===== src/rtl/pidpi_pkg.sv =====
// ----------------------------------------------------------------------------
// pidpi_pkg: shared types and constants of the PID controller
// Field widths, register codes, reset values and the stage-to-stage bundles.
// ----------------------------------------------------------------------------
package pidpi_pkg;

    localparam int GAIN_W   = 16;
    localparam int SAMPLE_W = 16;
    localparam int ERR_W    = SAMPLE_W + 1;
    localparam int DIFF1_W  = ERR_W + 1;
    localparam int DIFF2_W  = ERR_W + 2;
    localparam int LIMIT_W  = 32;
    localparam int TERM_W   = 40;
    localparam int SUM_W    = TERM_W + 2;
    localparam int FRAC_W   = 8;
    localparam int CFG_IDX_W  = 3;
    localparam int CFG_DATA_W = 32;

    localparam int unsigned DEADZONE_DEFAULT = 0;

    localparam logic CMD_UPDATE = 1'b0;
    localparam logic CMD_CLEAR  = 1'b1;

    localparam logic MODE_POSITIONAL  = 1'b0;
    localparam logic MODE_INCREMENTAL = 1'b1;

    localparam logic signed [LIMIT_W-1:0] LIMIT_MIN = {1'b1, {(LIMIT_W-1){1'b0}}};
    localparam logic signed [LIMIT_W-1:0] LIMIT_MAX = {1'b0, {(LIMIT_W-1){1'b1}}};

    typedef enum logic [CFG_IDX_W-1:0] {
        CFG_GAIN_P     = 3'd0,
        CFG_GAIN_I     = 3'd1,
        CFG_GAIN_D     = 3'd2,
        CFG_OUT_LOW    = 3'd3,
        CFG_OUT_HIGH   = 3'd4,
        CFG_INTEG_LOW  = 3'd5,
        CFG_INTEG_HIGH = 3'd6,
        CFG_LOOP_MODE  = 3'd7
    } cfg_index_t;

    // Gains and limits as the datapath sees them: limit pairs already in order.
    typedef struct packed {
        logic signed [GAIN_W-1:0]  gain_p;
        logic signed [GAIN_W-1:0]  gain_i;
        logic signed [GAIN_W-1:0]  gain_d;
        logic signed [LIMIT_W-1:0] out_lo;
        logic signed [LIMIT_W-1:0] out_hi;
        logic signed [LIMIT_W-1:0] integ_lo;
        logic signed [LIMIT_W-1:0] integ_hi;
        logic                      loop_mode;
    } cfg_t;

    typedef struct packed {
        logic                      clear;
        logic signed [DIFF1_W-1:0] op_p;
        logic signed [LIMIT_W-1:0] op_i;
        logic signed [DIFF2_W-1:0] op_d;
    } ops_t;

    typedef struct packed {
        logic                     clear;
        logic signed [TERM_W-1:0] p;
        logic signed [TERM_W-1:0] i;
        logic signed [TERM_W-1:0] d;
    } terms_t;

endpackage


===== src/rtl/pid_positional_incremental.sv =====
// ----------------------------------------------------------------------------
// pid_positional_incremental: PID controller, positional and incremental form
// Top level: configuration registers and the three-stage datapath.
// ----------------------------------------------------------------------------
// Usage:
//   Each input request carries a command, a setpoint and a measurement; each
//   one produces exactly one result request with the three scaled terms and
//   the clamped drive. A clear command zeroes the stored state and returns
//   an all-zero result.
//   Configuration writes (index and data) are always taken, and any write
//   also zeroes the stored state. Write only while no request is in flight.
//   A result passes the input register, operand register, product register
//   and output register. Throughput: one request per cycle while the
//   receiver does not stall; the integral and error
//   history close their loop in the operand stage, the held output in the
//   output stage, so back-to-back requests need no spacing.
//   When the receiver stalls, the pipeline keeps filling its empty stages
//   and in_ready drops only once every stage holds a request.
//   Reset (rst_n low, asynchronous) empties the pipeline, zeroes the state
//   and loads zero gains, full-range limits and the positional form.
// ----------------------------------------------------------------------------
module pid_positional_incremental
    import pidpi_pkg::*;
#(
    parameter int unsigned DEADZONE = DEADZONE_DEFAULT
)
(
    input  logic                       clk,
    input  logic                       rst_n,
    input  logic                       in_valid,
    output logic                       in_ready,
    input  logic                       command,
    input  logic signed [SAMPLE_W-1:0] target,
    input  logic signed [SAMPLE_W-1:0] measured,
    output logic                       out_valid,
    input  logic                       out_ready,
    output logic signed [TERM_W-1:0]   p_term,
    output logic signed [TERM_W-1:0]   i_term,
    output logic signed [TERM_W-1:0]   d_term,
    output logic signed [LIMIT_W-1:0]  drive,
    input  logic                       cfg_valid,
    output logic                       cfg_ready,
    input  logic [CFG_IDX_W-1:0]       cfg_index,
    input  logic [CFG_DATA_W-1:0]      cfg_data
);

    cfg_t   cfg;
    logic   cfg_wr;
    logic   ops_valid, terms_valid;
    logic   mult_free, out_free;
    ops_t   ops;
    terms_t terms;

    pidpi_cfg u_cfg (
        .clk       (clk),
        .rst_n     (rst_n),
        .cfg_valid (cfg_valid),
        .cfg_ready (cfg_ready),
        .cfg_index (cfg_index),
        .cfg_data  (cfg_data),
        .cfg_wr    (cfg_wr),
        .cfg       (cfg)
    );

    pidpi_err_stage #(
        .DEADZONE (DEADZONE)
    ) u_err (
        .clk       (clk),
        .rst_n     (rst_n),
        .cfg       (cfg),
        .cfg_wr    (cfg_wr),
        .in_valid  (in_valid),
        .in_ready  (in_ready),
        .command   (command),
        .target    (target),
        .measured  (measured),
        .down_free (mult_free),
        .ops_valid (ops_valid),
        .ops       (ops)
    );

    pidpi_mult_stage u_mult (
        .clk         (clk),
        .rst_n       (rst_n),
        .cfg         (cfg),
        .ops_valid   (ops_valid),
        .ops         (ops),
        .free        (mult_free),
        .down_free   (out_free),
        .terms_valid (terms_valid),
        .terms       (terms)
    );

    pidpi_out_stage u_out (
        .clk         (clk),
        .rst_n       (rst_n),
        .cfg         (cfg),
        .cfg_wr      (cfg_wr),
        .terms_valid (terms_valid),
        .terms       (terms),
        .free        (out_free),
        .out_valid   (out_valid),
        .out_ready   (out_ready),
        .p_term      (p_term),
        .i_term      (i_term),
        .d_term      (d_term),
        .drive       (drive)
    );

endmodule


===== src/rtl/pidpi_cfg.sv =====
// ----------------------------------------------------------------------------
// pidpi_cfg: configuration registers
// Holds gains, limits and mode; presents the limit pairs sorted low/high.
// ----------------------------------------------------------------------------
module pidpi_cfg
    import pidpi_pkg::*;
(
    input  logic                  clk,
    input  logic                  rst_n,
    input  logic                  cfg_valid,
    output logic                  cfg_ready,
    input  logic [CFG_IDX_W-1:0]  cfg_index,
    input  logic [CFG_DATA_W-1:0] cfg_data,
    output logic                  cfg_wr,
    output cfg_t                  cfg
);

    logic signed [GAIN_W-1:0]  gain_p_reg, gain_i_reg, gain_d_reg;
    logic signed [LIMIT_W-1:0] out_low_reg, out_high_reg;
    logic signed [LIMIT_W-1:0] integ_low_reg, integ_high_reg;
    logic                      loop_mode_reg;

    assign cfg_ready = 1'b1;
    assign cfg_wr    = cfg_valid;

    always_ff @(posedge clk or negedge rst_n)
    begin
        if (!rst_n)
        begin
            gain_p_reg     <= '0;
            gain_i_reg     <= '0;
            gain_d_reg     <= '0;
            out_low_reg    <= LIMIT_MIN;
            out_high_reg   <= LIMIT_MAX;
            integ_low_reg  <= LIMIT_MIN;
            integ_high_reg <= LIMIT_MAX;
            loop_mode_reg  <= MODE_POSITIONAL;
        end
        else if (cfg_wr)
        begin
            case (cfg_index)
                CFG_GAIN_P:     gain_p_reg     <= cfg_data[GAIN_W-1:0];
                CFG_GAIN_I:     gain_i_reg     <= cfg_data[GAIN_W-1:0];
                CFG_GAIN_D:     gain_d_reg     <= cfg_data[GAIN_W-1:0];
                CFG_OUT_LOW:    out_low_reg    <= cfg_data[LIMIT_W-1:0];
                CFG_OUT_HIGH:   out_high_reg   <= cfg_data[LIMIT_W-1:0];
                CFG_INTEG_LOW:  integ_low_reg  <= cfg_data[LIMIT_W-1:0];
                CFG_INTEG_HIGH: integ_high_reg <= cfg_data[LIMIT_W-1:0];
                CFG_LOOP_MODE:  loop_mode_reg  <= cfg_data[0];
                default:        loop_mode_reg  <= loop_mode_reg;
            endcase
        end
    end

    always_comb
    begin
        cfg.gain_p    = gain_p_reg;
        cfg.gain_i    = gain_i_reg;
        cfg.gain_d    = gain_d_reg;
        cfg.loop_mode = loop_mode_reg;
        // A pair written out of order is used swapped; the registers keep it.
        if (out_low_reg > out_high_reg)
        begin
            cfg.out_lo = out_high_reg;
            cfg.out_hi = out_low_reg;
        end
        else
        begin
            cfg.out_lo = out_low_reg;
            cfg.out_hi = out_high_reg;
        end
        if (integ_low_reg > integ_high_reg)
        begin
            cfg.integ_lo = integ_high_reg;
            cfg.integ_hi = integ_low_reg;
        end
        else
        begin
            cfg.integ_lo = integ_low_reg;
            cfg.integ_hi = integ_high_reg;
        end
    end

endmodule


===== src/rtl/pidpi_err_stage.sv =====
// ----------------------------------------------------------------------------
// pidpi_err_stage: input register, error, deadzone and error history
// Forms the error, updates the integral and error history, and registers the
// three multiplier operands for the selected loop form.
// ----------------------------------------------------------------------------
module pidpi_err_stage
    import pidpi_pkg::*;
#(
    parameter int unsigned DEADZONE = DEADZONE_DEFAULT
)
(
    input  logic                       clk,
    input  logic                       rst_n,
    input  cfg_t                       cfg,
    input  logic                       cfg_wr,
    input  logic                       in_valid,
    output logic                       in_ready,
    input  logic                       command,
    input  logic signed [SAMPLE_W-1:0] target,
    input  logic signed [SAMPLE_W-1:0] measured,
    input  logic                       down_free,
    output logic                       ops_valid,
    output ops_t                       ops
);

    localparam logic [ERR_W-1:0] DZ = ERR_W'(DEADZONE);

    logic                       s1_valid_reg, s1_valid_next;
    logic                       s1_command_reg;
    logic signed [SAMPLE_W-1:0] s1_target_reg, s1_measured_reg;
    logic                       ops_valid_reg, ops_valid_next;
    ops_t                       ops_reg, ops_next;
    logic signed [LIMIT_W-1:0]  integ_reg, integ_next;
    logic signed [ERR_W-1:0]    last_err_reg, last_err_next;
    logic signed [ERR_W-1:0]    prev_err_reg, prev_err_next;

    logic                       ops_free, s1_move, in_fire;
    logic signed [ERR_W-1:0]    err_raw, err;
    logic [ERR_W-1:0]           err_mag;
    logic signed [LIMIT_W:0]    integ_sum;
    logic signed [LIMIT_W-1:0]  integ_lo, integ_hi, integ_new;
    logic signed [DIFF1_W-1:0]  diff1;
    logic signed [DIFF2_W-1:0]  diff2;

    assign ops_free  = !ops_valid_reg || down_free;
    assign s1_move   = s1_valid_reg && ops_free;
    assign in_ready  = !s1_valid_reg || ops_free;
    assign in_fire   = in_valid && in_ready;
    assign ops_valid = ops_valid_reg;
    assign ops       = ops_reg;
    assign integ_lo  = cfg.integ_lo;
    assign integ_hi  = cfg.integ_hi;

    always_comb
    begin
        err_raw = ERR_W'(s1_target_reg) - ERR_W'(s1_measured_reg);
        err_mag = err_raw[ERR_W-1] ? unsigned'(-err_raw) : unsigned'(err_raw);
        err     = (err_mag < DZ) ? '0 : err_raw;

        integ_sum = (LIMIT_W+1)'(integ_reg) + (LIMIT_W+1)'(err);
        if (integ_sum < (LIMIT_W+1)'(integ_lo))
            integ_new = integ_lo;
        else if (integ_sum > (LIMIT_W+1)'(integ_hi))
            integ_new = integ_hi;
        else
            integ_new = integ_sum[LIMIT_W-1:0];

        diff1 = DIFF1_W'(err) - DIFF1_W'(last_err_reg);
        diff2 = DIFF2_W'(err) - (DIFF2_W'(last_err_reg) <<< 1) + DIFF2_W'(prev_err_reg);
    end

    always_comb
    begin
        ops_next = '0;
        if (s1_command_reg == CMD_CLEAR)
            ops_next.clear = 1'b1;
        else if (cfg.loop_mode == MODE_POSITIONAL)
        begin
            ops_next.op_p = DIFF1_W'(err);
            ops_next.op_i = integ_new;
            ops_next.op_d = DIFF2_W'(diff1);
        end
        else
        begin
            ops_next.op_p = diff1;
            ops_next.op_i = LIMIT_W'(err);
            ops_next.op_d = diff2;
        end
    end

    always_comb
    begin
        s1_valid_next  = in_ready ? in_valid : s1_valid_reg;
        ops_valid_next = ops_free ? s1_valid_reg : ops_valid_reg;
        integ_next     = integ_reg;
        last_err_next  = last_err_reg;
        prev_err_next  = prev_err_reg;
        if (cfg_wr || (s1_move && s1_command_reg == CMD_CLEAR))
        begin
            integ_next    = '0;
            last_err_next = '0;
            prev_err_next = '0;
        end
        else if (s1_move)
        begin
            if (cfg.loop_mode == MODE_POSITIONAL)
                integ_next = integ_new;
            else
                prev_err_next = last_err_reg;
            last_err_next = err;
        end
    end

    always_ff @(posedge clk or negedge rst_n)
    begin
        if (!rst_n)
        begin
            s1_valid_reg  <= 1'b0;
            ops_valid_reg <= 1'b0;
            integ_reg     <= '0;
            last_err_reg  <= '0;
            prev_err_reg  <= '0;
        end
        else
        begin
            s1_valid_reg  <= s1_valid_next;
            ops_valid_reg <= ops_valid_next;
            integ_reg     <= integ_next;
            last_err_reg  <= last_err_next;
            prev_err_reg  <= prev_err_next;
        end
    end

    always_ff @(posedge clk)
    begin
        if (in_fire)
        begin
            s1_command_reg  <= command;
            s1_target_reg   <= target;
            s1_measured_reg <= measured;
        end
        if (s1_move)
            ops_reg <= ops_next;
    end

    // A clear request must leave no trace of history behind it.
    a_clear_history: assert property (@(posedge clk) disable iff (!rst_n)
        (s1_move && s1_command_reg == CMD_CLEAR)
            |=> (integ_reg == '0 && last_err_reg == '0 && prev_err_reg == '0))
        else $error("error history not cleared");

    // The positional integral operand always lies inside the integral limits.
    a_integ_in_range: assert property (@(posedge clk) disable iff (!rst_n)
        (ops_valid_reg && !ops_reg.clear && cfg.loop_mode == MODE_POSITIONAL)
            |-> (ops_reg.op_i >= integ_lo && ops_reg.op_i <= integ_hi))
        else $error("integral operand outside limits");

endmodule


===== src/rtl/pidpi_mult_stage.sv =====
// ----------------------------------------------------------------------------
// pidpi_mult_stage: gain multipliers
// Three signed gain products, scaled down by the Q8.8 fraction and registered.
// ----------------------------------------------------------------------------
module pidpi_mult_stage
    import pidpi_pkg::*;
(
    input  logic   clk,
    input  logic   rst_n,
    input  cfg_t   cfg,
    input  logic   ops_valid,
    input  ops_t   ops,
    output logic   free,
    input  logic   down_free,
    output logic   terms_valid,
    output terms_t terms
);

    localparam int PROD_P_W = GAIN_W + DIFF1_W;
    localparam int PROD_I_W = GAIN_W + LIMIT_W;
    localparam int PROD_D_W = GAIN_W + DIFF2_W;

    logic                       terms_valid_reg, terms_valid_next;
    terms_t                     terms_reg, terms_next;
    logic                       move;
    logic signed [GAIN_W-1:0]   gain_p, gain_i, gain_d;
    logic signed [DIFF1_W-1:0]  op_p;
    logic signed [LIMIT_W-1:0]  op_i;
    logic signed [DIFF2_W-1:0]  op_d;
    logic signed [PROD_P_W-1:0] prod_p;
    logic signed [PROD_I_W-1:0] prod_i;
    logic signed [PROD_D_W-1:0] prod_d;

    assign free        = !terms_valid_reg || down_free;
    assign move        = ops_valid && free;
    assign terms_valid = terms_valid_reg;
    assign terms       = terms_reg;

    assign gain_p = cfg.gain_p;
    assign gain_i = cfg.gain_i;
    assign gain_d = cfg.gain_d;
    assign op_p   = ops.op_p;
    assign op_i   = ops.op_i;
    assign op_d   = ops.op_d;

    assign prod_p = PROD_P_W'(gain_p) * PROD_P_W'(op_p);
    assign prod_i = PROD_I_W'(gain_i) * PROD_I_W'(op_i);
    assign prod_d = PROD_D_W'(gain_d) * PROD_D_W'(op_d);

    // Arithmetic shift rounds toward minus infinity.
    always_comb
    begin
        terms_next.clear = ops.clear;
        terms_next.p     = TERM_W'(prod_p >>> FRAC_W);
        terms_next.i     = TERM_W'(prod_i >>> FRAC_W);
        terms_next.d     = TERM_W'(prod_d >>> FRAC_W);
        terms_valid_next = free ? ops_valid : terms_valid_reg;
    end

    always_ff @(posedge clk or negedge rst_n)
    begin
        if (!rst_n)
            terms_valid_reg <= 1'b0;
        else
            terms_valid_reg <= terms_valid_next;
    end

    always_ff @(posedge clk)
    begin
        if (move)
            terms_reg <= terms_next;
    end

endmodule


===== src/rtl/pidpi_out_stage.sv =====
// ----------------------------------------------------------------------------
// pidpi_out_stage: output sum, clamp and held output
// Adds the terms (and the held output in incremental form), clamps the sum,
// registers the result; incremental form updates the held output if unclamped.
// ----------------------------------------------------------------------------
module pidpi_out_stage
    import pidpi_pkg::*;
(
    input  logic                      clk,
    input  logic                      rst_n,
    input  cfg_t                      cfg,
    input  logic                      cfg_wr,
    input  logic                      terms_valid,
    input  terms_t                    terms,
    output logic                      free,
    output logic                      out_valid,
    input  logic                      out_ready,
    output logic signed [TERM_W-1:0]  p_term,
    output logic signed [TERM_W-1:0]  i_term,
    output logic signed [TERM_W-1:0]  d_term,
    output logic signed [LIMIT_W-1:0] drive
);

    logic                      out_valid_reg, out_valid_next;
    logic                      out_clear_reg;
    logic signed [TERM_W-1:0]  p_reg, i_reg, d_reg;
    logic signed [LIMIT_W-1:0] drive_reg, drive_next;
    logic signed [LIMIT_W-1:0] held_reg, held_next;
    logic                      move, incremental, in_range;
    logic signed [LIMIT_W-1:0] out_lo, out_hi;
    logic signed [SUM_W-1:0]   held_ext, sum;

    assign free        = !out_valid_reg || out_ready;
    assign move        = terms_valid && free;
    assign incremental = (cfg.loop_mode == MODE_INCREMENTAL);
    assign out_lo      = cfg.out_lo;
    assign out_hi      = cfg.out_hi;

    assign out_valid = out_valid_reg;
    assign p_term    = p_reg;
    assign i_term    = i_reg;
    assign d_term    = d_reg;
    assign drive     = drive_reg;

    always_comb
    begin
        held_ext = incremental ? SUM_W'(held_reg) : '0;
        sum      = held_ext + SUM_W'(terms.p) + SUM_W'(terms.i) + SUM_W'(terms.d);
        in_range = 1'b0;
        if (terms.clear)
            drive_next = '0;
        else if (sum < SUM_W'(out_lo))
            drive_next = out_lo;
        else if (sum > SUM_W'(out_hi))
            drive_next = out_hi;
        else
        begin
            drive_next = sum[LIMIT_W-1:0];
            in_range   = 1'b1;
        end

        // Anti-windup: the held output follows only an unclamped sum.
        held_next = held_reg;
        if (cfg_wr || (move && terms.clear))
            held_next = '0;
        else if (move && incremental && in_range)
            held_next = drive_next;

        out_valid_next = free ? terms_valid : out_valid_reg;
    end

    always_ff @(posedge clk or negedge rst_n)
    begin
        if (!rst_n)
        begin
            out_valid_reg <= 1'b0;
            held_reg      <= '0;
        end
        else
        begin
            out_valid_reg <= out_valid_next;
            held_reg      <= held_next;
        end
    end

    always_ff @(posedge clk)
    begin
        if (move)
        begin
            out_clear_reg <= terms.clear;
            p_reg         <= terms.p;
            i_reg         <= terms.i;
            d_reg         <= terms.d;
            drive_reg     <= drive_next;
        end
    end

    a_drive_in_limits: assert property (@(posedge clk) disable iff (!rst_n)
        (out_valid_reg && !out_clear_reg) |-> (drive_reg >= out_lo && drive_reg <= out_hi))
        else $error("drive outside output limits");

    a_clear_zeroes: assert property (@(posedge clk) disable iff (!rst_n)
        (move && terms.clear) |=> (held_reg == '0 && drive_reg == '0))
        else $error("clear request did not zero the output");

    a_held_tracks: assert property (@(posedge clk) disable iff (!rst_n)
        (move && incremental && !terms.clear && in_range && !cfg_wr)
            |=> (held_reg == drive_reg))
        else $error("held output does not follow an unclamped drive");

endmodule


===== config.mk =====
export PLATFORM = sky130hd
export DESIGN_NAME = pid_positional_incremental
export DESIGN_NICKNAME = d
export VERILOG_FILES = /design/src/rtl/pidpi_pkg.sv /design/src/rtl/pid_positional_incremental.sv /design/src/rtl/pidpi_cfg.sv /design/src/rtl/pidpi_err_stage.sv /design/src/rtl/pidpi_mult_stage.sv /design/src/rtl/pidpi_out_stage.sv
export SDC_FILE = /design/constraint.sdc
export NUM_CORES = 2
export LEC_CHECK = 0
export ABC_AREA = 1
export BUFFER_PORTS_ARGS = -buffer_cell sky130_fd_sc_hd__buf_2
export CAP_MARGIN = 20
export CORE_UTILIZATION = 50
export CTS_CLUSTER_SIZE = 8
export DETAILED_ROUTE_END_ITERATION = 16
export PLACE_DENSITY = 0.66
export SYNTH_ARGS = -nofsm -noshare
export SYNTH_HDL_FRONTEND = slang
export SYNTH_SLANG_ARGS = --single-unit

===== constraint.sdc =====
create_clock -name clk -period 9.3 [get_ports clk]
set_input_delay 1.86 -clock clk [delete_from_list [all_inputs] [get_ports clk]]
set_output_delay 1.86 -clock clk [all_outputs]
set_load 0.05 [all_outputs]

Yosys cells after proc, flatten, opt, wreduce, memory -nomap -nowiden
Index checks and enable logic that the tools add are counted.
{ "totals": {"ff_bits": 601, "inputBits": 73, "output_inout_bits": 155} }
{ "op_classes": {"addsub": 9, "mul": 3, "magnitude_cmp": 7, "eq_ne": 8, "muxes": 25, "reduce_logical": 32} }
{ "ops": {"columns": ["operator", "n"], "rows": [
  ["2-to-1 mux 32 bit", 10],
  ["2-to-1 mux 64 bit", 2],
  ["2-to-1 mux 17 bit", 7],
  ["2-to-1 mux 69 bit", 1],
  ["> comparator 32 bit", 2],
  ["multiplier 16 x 32 -> 48 bit", 1],
  ["adder 42 x 26 -> 42 bit", 1],
  ["adder 42 x 27 -> 42 bit", 1],
  ["adder 42 x 40 -> 42 bit", 1],
  ["> comparator 42 x 32 -> 1 bit", 1],
  ["< comparator 42 x 32 -> 1 bit", 1],
  ["2-to-1 mux 42 bit", 1],
  ["multiplier 16 x 19 -> 35 bit", 1],
  ["multiplier 16 x 18 -> 34 bit", 1],
  ["adder 32 x 17 -> 33 bit", 1],
  ["> comparator 33 x 32 -> 1 bit", 1],
  ["< comparator 33 x 32 -> 1 bit", 1],
  ["AND reduction 2 bit", 10],
  ["adder 19 x 17 -> 19 bit", 1],
  ["subtractor 17 x 18 -> 19 bit", 1],
  ["subtractor 17 x 17 -> 18 bit", 1],
  ["< comparator 17 x 1 -> 1 bit (second input constant)", 1],
  ["negator 17 bit", 1],
  ["subtractor 16 x 16 -> 17 bit", 1],
  ["10 further kinds", 34]
]} }

Longest topological paths before layout
{ "logic_depth": {"word_depth": 12, "ltp_mapped": 51} }

Hierarchy
A second synthesis with hierarchy kept.
{ "unflattened": {"hier_cells": 10772, "area_unflattened_um2": 84344.6} }
{ "by_module_without_submodules": {"columns": ["mod", "instances", "cells_each", "area_per_inst_um2", "seq_area_each_um2"], "rows": [
  ["pidpi_mult_stage", 1, 5797, 45489.9, 2847.7],
  ["pidpi_err_stage", 1, 1969, 14320.0, 4794.6],
  ["pidpi_out_stage", 1, 1662, 14123.5, 5390.2],
  ["pidpi_cfg", 1, 1344, 10411.2, 4509.3]
]} }

Worst setup path before layout
No wires, ideal clock.
{ "synth_timing": {"path_type": "input to register", "startpoint": "input port out_ready", "endpoint": "register u_out.held_reg[10]", "setup_ns": 0.066, "arrival_time_ns": 8.505, "path_slack_ns": 0.729, "stages": 9, "n_path_buf": 1, "cell_sequence": "nor2_1 nor2_1 inv_1 nor3_1 nand4_1 nor2_1 buf_2 nand2_1 nand2_1"} }
{ "synth_via": {"elab_chain_len": 5, "word_cells_on_any_way": 8, "classes_between": "mux (1); reduce/logical (7)"} }
{ "synth_rtl": {"columns": ["item", "line", "text"], "rows": [
  ["start: declaration", "pid_positional_incremental.sv:36", "input logic out_ready,"],
  ["logical OR 1 bit *", "pidpi_out_stage.sv:33", "assign free = !out_valid_reg || out_ready;"],
  ["logical AND 1 bit *", "pidpi_out_stage.sv:34", "assign move = terms_valid && free;"],
  ["via u_out.move", "pidpi_out_stage.sv:29", "logic move, incremental, in_range;"],
  ["logical AND 1 bit, on equally long branches", "pidpi_out_stage.sv:64, pidpi_out_stage.sv:66", null],
  ["logical OR 1 bit / logical AND 1 bit (equally long branches)", "pidpi_out_stage.sv:64, pidpi_out_stage.sv:66", null],
  ["2-to-1 mux 32 bit / nonzero test 2 bit (equally long branches)", null, null],
  ["end signal: assignment", "pidpi_out_stage.sv:82", "held_reg <= held_next;"],
  ["end: declaration", "pidpi_out_stage.sv:28", "logic signed [LIMIT_W-1:0] held_reg, held_next;"]
]} }
Mark *: on every way through the listed nets, which the timed path passes. The rest lies on a longest branch.
A chain may end at the register's enable or synchronous reset.

Worst setup path after layout
{ "layout_timing": {"startpoint": "register u_err.s1_measured_reg[0]", "endpoint": "register u_err.ops_reg (netlist bit u_err.ops[20]) (data pin)"} }
{ "layout_via": {"elab_chain_len": 10, "word_cells_on_any_way": 11, "classes_between": "add/sub (3); order compare (3); mux (5)"} }
{ "layout_rtl": {"columns": ["item", "line", "text"], "rows": [
  ["start: declaration", "pidpi_err_stage.sv:30", "logic signed [SAMPLE_W-1:0] s1_target_reg, s1_measured_reg;"],
  ["start signal: assignment", "pidpi_err_stage.sv:140", "s1_measured_reg <= measured;"],
  ["subtractor 16 x 16 -> 17 bit *", "pidpi_err_stage.sv:56", "err_raw = ERR_W'(s1_target_reg) - ERR_W'(s1_measured_reg);"],
  ["negator 17 bit", "pidpi_err_stage.sv:57", "err_mag = err_raw[ERR_W-1] ? unsigned'(-err_raw) : unsigned'(err_raw);"],
  ["2-to-1 mux 17 bit", "pidpi_err_stage.sv:57", null],
  ["< comparator 17 x 1 -> 1 bit", "pidpi_err_stage.sv:58", "err = (err_mag < DZ) ? '0 : err_raw;"],
  ["2-to-1 mux 17 bit *", "pidpi_err_stage.sv:58", null],
  ["adder 32 x 17 -> 33 bit", "pidpi_err_stage.sv:60", "integ_sum = (LIMIT_W+1)'(integ_reg) + (LIMIT_W+1)'(err);"],
  ["> comparator 33 x 32 -> 1 bit", "pidpi_err_stage.sv:63", "else if (integ_sum > (LIMIT_W+1)'(integ_hi))"],
  ["2-to-1 mux 32 bit", "pidpi_err_stage.sv:63", null],
  ["2-to-1 mux 32 bit", "pidpi_err_stage.sv:61", "if (integ_sum < (LIMIT_W+1)'(integ_lo))"],
  ["2-to-1 mux 69 bit *", "pidpi_err_stage.sv:77", "else if (cfg.loop_mode == MODE_POSITIONAL)"],
  ["end signal: assignment", "pidpi_err_stage.sv:143", "ops_reg <= ops_next;"],
  ["end: declaration", "pidpi_err_stage.sv:32", "ops_t ops_reg, ops_next;"]
]} }
Mark *: on every way between the ends. The rest lies on a longest branch, timed or not.

==> run_results.csv <==
group,metric,value,unit
clock_network,cts_buffer_depth,3,
clock_network,numCtsBuffers,88,
placed_design,placed_area,0.0800,sq mm
synth,post_synth_inst_count,9148,
global_route,grt_first_pass_wirelength,361,mm
worst_hold_path,hold_end,"u_out.d_term[7]$_DFFE_PP_",
clock_network,cts-root-buf,"clkbuf_16",
drt,via_per_inst,5.39,
layout,area_delta_synth_final,6.95,%
synth,synth_nets,11000,
synth,synth_top_cell_by_area,"fa_1",
layout,fin_area,0.0827,sq mm
clock_network,clk_latency,0.71,ns
critical_path,cp_slowest_stage_delay,0.87,ns
sta,skew,0.0746,ns
worst_hold_path,min_from,"u_mult.terms[7]$_DFFE_PP_",
status,status,"complete, no violations",
layout,drive_gt1_share,6.01,%
drt,drcViolationCount,0,
synth,synth_edf_count,322,
synth,synthDistinctLibCells,60,
global_route,grt_overflow_total,0,
critical_path,crit_path_start_kind,"flip-flop",
floorplan,core,0.153,sq mm
floorplan,die_w,395,microns
critical_path,cp.required,9.70,ns
layout,n_fill_cell,14000,
sta,fin_crit,8.10,ns
critical_path,reg2regPathDepth,39,
critical_path,worst_setup_path_end_kind,"flip-flop",
clock_network,clk_pin_slew_worst_paths,0.05,ns
sta,tightest_slew,1.14,ns
synth,ys_seq_area_share,21.6,%
drt,drt-initial-drc-count,5046,
critical_path,r2r_start,"u_err.s1_measured_reg[0]$_DFFE_PP_",
synth,ys.flop_type,"edfxtp_1",
placed_design,gp_congestion,0.932,
critical_path,crit_type,"flip-flop to flip-flop",
worst_hold_path,hold_depth,0,
global_route,antenna_found_initial,25,
floorplan,die-area,0.156,sq mm
synth,synth_top_area_share,30.5,%
synth,async_reset_ff_share,46.4,%
placed_design,port_buffers,226,
layout,largest_register_ffs,94,
drt,ant_nets,0,
clock_network,clkSinkCount,601,
layout,layout.nets,11000,
floorplan,floorplan.initialDensity,50.7,%
critical_path,r2r_end,"u_err.ops[20]$_SDFFCE_PP0P_",
run,maxCapViolCount,0,
synth,syn_avg_cell_area,8.45,sq um
layout,final_common_cell,"inv_1",
clock_network,cts_resized,0,
sta,rsz0062_at_grt,"false",
floorplan,die_h,395,microns
clock_network,hold_buffers,0,
layout,final_cell_mix,"inv_1, nand2_1, fa_1",
critical_path,crit_fanout,47,
layout,finish.utilization,54.2,%
critical_path,cpMaxStageDelayCell,"nand2_2",
drt,wl_per_cell,20.7,microns
sta,maxSlewViolCount,0,
drt,wl,233,mm
sta,holdWs,0.456,ns
placed_design,dp_hpwl,185,mm
sta,max_clock_freq,123,MHz
critical_path,worstSetupStartpoint,"u_err.s1_measured_reg[0]$_DFFE_PP_",
sta,fin_crit_sh,87.1,%
drt,firstDrtPassIters,6,
synth,synth_warnings,0,
critical_path,rrSetupSlack,1.20,ns
sta,fin_setup_tns,0,ns
drt,num_vias,60700,
synth,synth-seq-cells,601,
sta,setup_viol,0,
clock_network,htreeDepth,3,
floorplan,pin_count,228,
clock_network,post_cts.repair.setup_buffers,0,
critical_path,cp.arrival,8.51,ns
global_route,track_usage,30.4,%
floorplan,num_rows,143,
synth,synthTopCellsByArea,"fa_1, edfxtp_1, inv_1",
global_route,grt_pass1_vias,62200,
clock_network,tritoncts,"done",
sta,slew_headroom,23.9,%
worst_hold_path,holdCritPathClass,"flip-flop to flip-flop",
synth,synth_area,0.0773,sq mm
global_route,grt_max_degree,119,
sta,hold_viol_final,0,
[metal layers]
| layer | vias up | GRT usage [%] | share of wire [%] |
|---|---|---|---|
| li1 | 27800 | - | - |
| met4 | 20 | 9.13 | 3.2 |
| met2 | 2616 | 47.7 | 45 |
| met5 | - | 0 | 0.057 |
| met3 | 412 | 7.55 | 10 |
| met1 | 29900 | 41.5 | 42 |
[critical path: cells and delay by family (launching register included)]
kind            cells  cell delay [ns]
compound gates     14             2.85
simple gates       13             2.34
buf+inv             6             0.51
flops               1             0.37
xor+xnor            2             0.39
fa+ha+maj           4             1.31
[per-stage QoR]
step                instances  setup slack (ns)
floorplan                9148             0.729
global placement        11100              1.35
detailed placement      11100              1.25
CTS                     11300              1.22
global route            11300             0.368
finish                  11300              1.20
[synth_stat cells (21+ instances only)]
| master | instances |
|---|---|
| a31oi_1 | 21 |
| a21oi_1 | 453 |
| nand2_1 | 2138 |
| or2_2 | 73 |
| xnor2_1 | 101 |
| xor2_1 | 123 |
| nand3_1 | 175 |
| o21a_1 | 24 |
| a211oi_1 | 22 |
| nor3_1 | 29 |
| fa_1 | 1178 |
| nand4_1 | 48 |
| o21ai_1 | 53 |
| dfrtp_1 | 215 |
| clkbuf_1 | 296 |
| dfstp_2 | 64 |
| o21ai_0 | 477 |
| o22ai_1 | 30 |
| buf_4 | 28 |
| inv_1 | 2178 |
| edfxtp_1 | 322 |
| nor2_1 | 303 |
| ha_1 | 616 |
[logic make-up after synthesis]
family	Yosys count	share of synthesized area, %
DFF	601	21.6
buffers and inverters	2544	12.6
xor gates and xnor gates	225	2.56
other	1	0.00485
and+or+nand+nor	2811	14.6
AOI/OAI and AO/OA	1172	8.18
adders and majority gates	1794	40.5
[area by class of cell]
class                           instances  area (sq um)  share of cell area (%)
Timing Repair Buffer                  284          1640                    1.99
Sequential cell                       601         16700                    20.2
Multi-Input combinational cell       6003         50900                    61.6
Antenna cell                            8          20.0                  0.0242
Tap cell                             2030          2540                    3.07
Clock inverter                          9           139                   0.168
Clock buffer                          151          2500                    3.02
Inverter                             2181          8190                    9.91
[how the worst max path moves through the flow]
stage	to	slack, ns	cells past startpoint
floorplan	u_out.held_reg[10]$_DFFE_PN0P_	0.73	9
global placement	u_err.ops[33]$_SDFFCE_PP0P_	1.35	42
detailed placement	u_err.ops[50]$_SDFFCE_PP0P_	1.25	39
CTS	u_err.ops[20]$_SDFFCE_PP0P_	1.22	39
global route	u_err.ops[20]$_SDFFCE_PP0P_	0.37	39
finish	u_err.ops[20]$_SDFFCE_PP0P_	1.20	39
Power is left out: the tool's default activity adds up to more than one toggle a clock period on the data nets, which glitch-free logic cannot reach.
